[src/rtl/tgcs_agu.sv]
// address unit, linear cell address from row and column
`timescale 1ns / 1ps

module tgcs_agu #(
    parameter int COLUMNS = 80,
    parameter int ROW_W   = 5,
    parameter int COL_W   = 7,
    parameter int ADDR_W  = 11
) (
    input  logic [ROW_W-1:0]  row,
    input  logic [COL_W-1:0]  col,
    output logic [ADDR_W-1:0] addr
);

    localparam logic [ADDR_W-1:0] STRIDE = ADDR_W'(COLUMNS);

    assign addr = ADDR_W'(ADDR_W'(row) * STRIDE) + ADDR_W'(col);

endmodule
[config.mk]
export PLATFORM = sky130hd
export DESIGN_NAME = tgcs_agu
export DESIGN_NICKNAME = d
export VERILOG_FILES = /design/src/rtl/tgcs_agu.sv
export SDC_FILE = /design/constraint.sdc
export NUM_CORES = 1
export LEC_CHECK = 0
export ABC_AREA = 1
export BUFFER_PORTS_ARGS = -buffer_cell sky130_fd_sc_hd__buf_2
export CAP_MARGIN = 0
export CELL_PAD_IN_SITES_DETAIL_PLACEMENT = 0
export CELL_PAD_IN_SITES_GLOBAL_PLACEMENT = 1
export CORE_AREA = 2 2 39 41
export DETAILED_ROUTE_END_ITERATION = 10
export DIE_AREA = 0 0 41 43
export PLACE_DENSITY = 0.86
export SETUP_SLACK_MARGIN = 0.4
export SLEW_MARGIN = 40
export SYNTH_ARGS = -nofsm -noshare
export SYNTH_HDL_FRONTEND = slang
export SYNTH_SLANG_ARGS = --single-unit
[constraint.sdc]
create_clock -name vclk -period 2.4
set_input_delay 0.12 -clock vclk [all_inputs]
set_output_delay 0.12 -clock vclk [all_outputs]
set_load 0.02 [all_outputs]
### After elaboration in Yosys (flattened, before gate mapping)

Cells that the tools add are included.

| cells by class | value |
|---|---|
| add/sub/neg operators | 1 |
| multiply operators | 1 |

Operator list:

| cell | count |
|---|---|
| $add 11x7->11 | 1 |
| $mul 5x3->7 const B | 1 |

| storage, ports and cells | value |
|---|---|
| input bits | 12 |
| output and inout bits | 11 |
| logic and storage cells | 2 |
| bits in registers | 0 |

### Depth between registers and ports, before layout

| logic depth | value |
|---|---|
| depth in word-level cells | 2 |
| gate-level depth with buffers | 9 |
| gate-level depth less buffers | 9 |

### Least setup slack after synthesis

No wires, ideal clock.

| timing path | value |
|---|---|
| path kind | input to output |
| start point | in row[1] |
| end point | out addr[10] |
| stages | 9 |
| path slack | 0.650 ns |
| data required time | 2.280 ns |
| arrival time | 1.630 ns |
| path through | ha_1 -> ha_1 -> fa_1 -> nand2_1 -> inv_1 -> nand3_1 -> nor2_1 -> nand3_1 -> nand2_1 |

| between the ends | value |
|---|---|
| longest elaborated chain between the ends | 2 |

Ends and longest elaborated chain:

| item | line | source |
|---|---|---|
| from (decl) | 10 | `input logic [ROW_W-1:0] row,` |
| $mul 5x3->7 | 17 | `assign addr = ADDR_W'(ADDR_W'(row) * STRIDE) + ADDR_W'(col);` |
| $add 11x7->11 | 17 |  |
| to (decl) | 12 | `output logic [ADDR_W-1:0] addr` |

Every way passes these cells.

### Final worst setup path

| timing path | value |
|---|---|
| start point | in row[3] |
| end point | out addr[10] |

Same word-level chain as after synthesis.

==> impl_metrics.toml <==
[global_routing]
grt.met3_usage_pct = 0
grt_max_degree = 7
antenna_found_initial = 0
track_usage_pct = 9.03
grt_pass1_wl_mm = 1.21
grt_busiest_layer = "met2"
grt_pass1_vias = 305
grt-ovfl-total = 0
use_met1_pct = 13.5
gr-usage-met2_pct = 15.0

[pwr]
p_per_area_nw_per_um2 = 348
vdd_drop_max_uv = 236
p_leak_nw = 0.268

[critical_path]
cp_cell_sequence = "buf_4 > ha_4 > ha_4 > fa_1 > nand2_1 > inv_2 > nand3_2 > nor2_2 > nand3_1 > nand2_1 > buf_6"
cp.required_ns = 2.28
worstPathArrival_ns = 1.78
critPathSlowestCell = "fa_1"
crit_path_start_kind = "input port"
path_class = "input port to output pin"
crit_buf_inv = 3
crit_path_end_kind = "output pin"
critical_path.max_stage_delay_ns = 0.56
cp_max_fo = 4
path_delay_family = "adder cells"

[sta]
drv_slew = 0
tightest_slew_ns = 0.168
rsz0062_at_grt = "no"
finalHoldViolCount = 0
max_slew_margin_pct = 88.8
setup_viol = 0
timing.fmax_ghz = 0.525
hold_ws_ns = 0.240
finalCritPeriodShare_pct = 79.3
min_period_ns = 1.90
fin_tns_setup_ns = 0

[synth]
netlist_area_um2 = 369
yosys.area.top_type = "ha_1"
yosysTopAreaCellShare_pct = 30.5
synth_most_common_cell = "nand2_1"
syn_inst = 55
synth.area.top_cells = "ha_1 (31%), nand2_1 (17%), nand3_1 (12%)"
yosysWarnings = 0
synth_fp_nets = 78
synth_cell_type_count = 12
synthTopCellsByCount = "nand2_1 (17), ha_1 (9), nand3_1 (9)"
synth.avg_cell_area_um2 = 6.71
seq_area_frac_synth_pct = 0

[finish]
regArea_um2 = 0
seq_cells = 0
nets = 92
n_fill_cell = 147
postLayoutCellArea_um2 = 485
drive_above_1_share_pct = 32.8
syn_to_final_growth_pct = 31.5
clkbuf_count = 0
diodes = 0

[routing]
drc = 0
viasPerCell = 4.31
drtPass1Iterations = 2
drt_iter0_drc = 2
antenna_left = 0
avgRoutedWirePerCell_um = 8.61
num_vias = 358
drt-total-wl_um = 715

[floorplanning]
die_h_um = 43
fp.coreArea_um2 = 1380
die_area_um2 = 1760
initial_core_util_pct = 26.7
die-width_um = 41
row_count = 14
io_pins = 23

[place]
gp_congestion = 0.760
port_buffers = 15
dp_hpwl_um = 644
place_area_um2 = 434

[flow_run]
drv_cap = 0

[worst_hold_path]
hold_class = "input port to output pin"

[clock_tree]
ctsHoldBuffers = 0

[run_status]
status = "completed"
-- where the power goes --
part	leakage [nW]	internal [mW]	switching (mW)
sequential	0	0	0
clock	0	0	0
combinational	0.268	0.0706	0.0982
-- metrics by stage --
stage	worst slack (ns)	util [%]	cells	power [mW]
detailed placement	0.379	31.4	82	0.149
global route	0.415	35.1	83	0.185
finish	0.497	35.1	83	0.169
floorplan	0.650	-	55	0.119
CTS	0.437	32.3	83	0.159
global placement	0.382	31.4	82	0.149
-- cell families after synthesis --
group	Yosys count	synth area share, %
AND/OR/NAND/NOR	29	34.9
adder cells (fa/ha/maj)	11	41.4
buffers and inverters	11	15.3
XOR/XNOR	3	7.12
AO/OA/AOI/OAI	1	1.35
-- cells in the final DEF, fill, tap and decap left out --
master   synthesis  layout
nand2_1         17      17
buf_2            0      12
nand3_1          9       8
ha_1             9       7
inv_1            7       6
buf_4            4       3
nand3_2          1       2
xor2_1           2       2
fa_1             2       2
ha_4             0       2
inv_2            0       1
nor2_2           0       1
a21oi_1          1       1
nand4_1          1       1
xnor2_1          1       1
buf_6            0       1
-- routing by layer --
metal  vias up  share of wire [%]
met1       150                 48
li1        201                  -
met3         0                5.7
met5         -                  0
met4         0                  0
met2         7                 46
-- path summary, 6_finish.rpt --
check / from / to / slack [ns] / depth (start not counted)
max: row[3] / addr[10] / 0.50 / 11
min: col[1] / addr[1] / 0.24 / 0
-- what timing repair did --
item / 4_1_cts / 5_1_grt
resized for setup: 3 / 8
pin swaps: 1 / 7
setup buffers: 1 / 0
endpoints found under the setup margin: 1 / 1
-- area by class of cell --
cell class	count	area, um^2	share of cell area, %
inverter	7	26.3	5.41
multi-input combinational	44	345	71.1
tap	16	20.0	4.12
timing repair buffer	16	93.8	19.3
(Power assumes the default switching activity.)
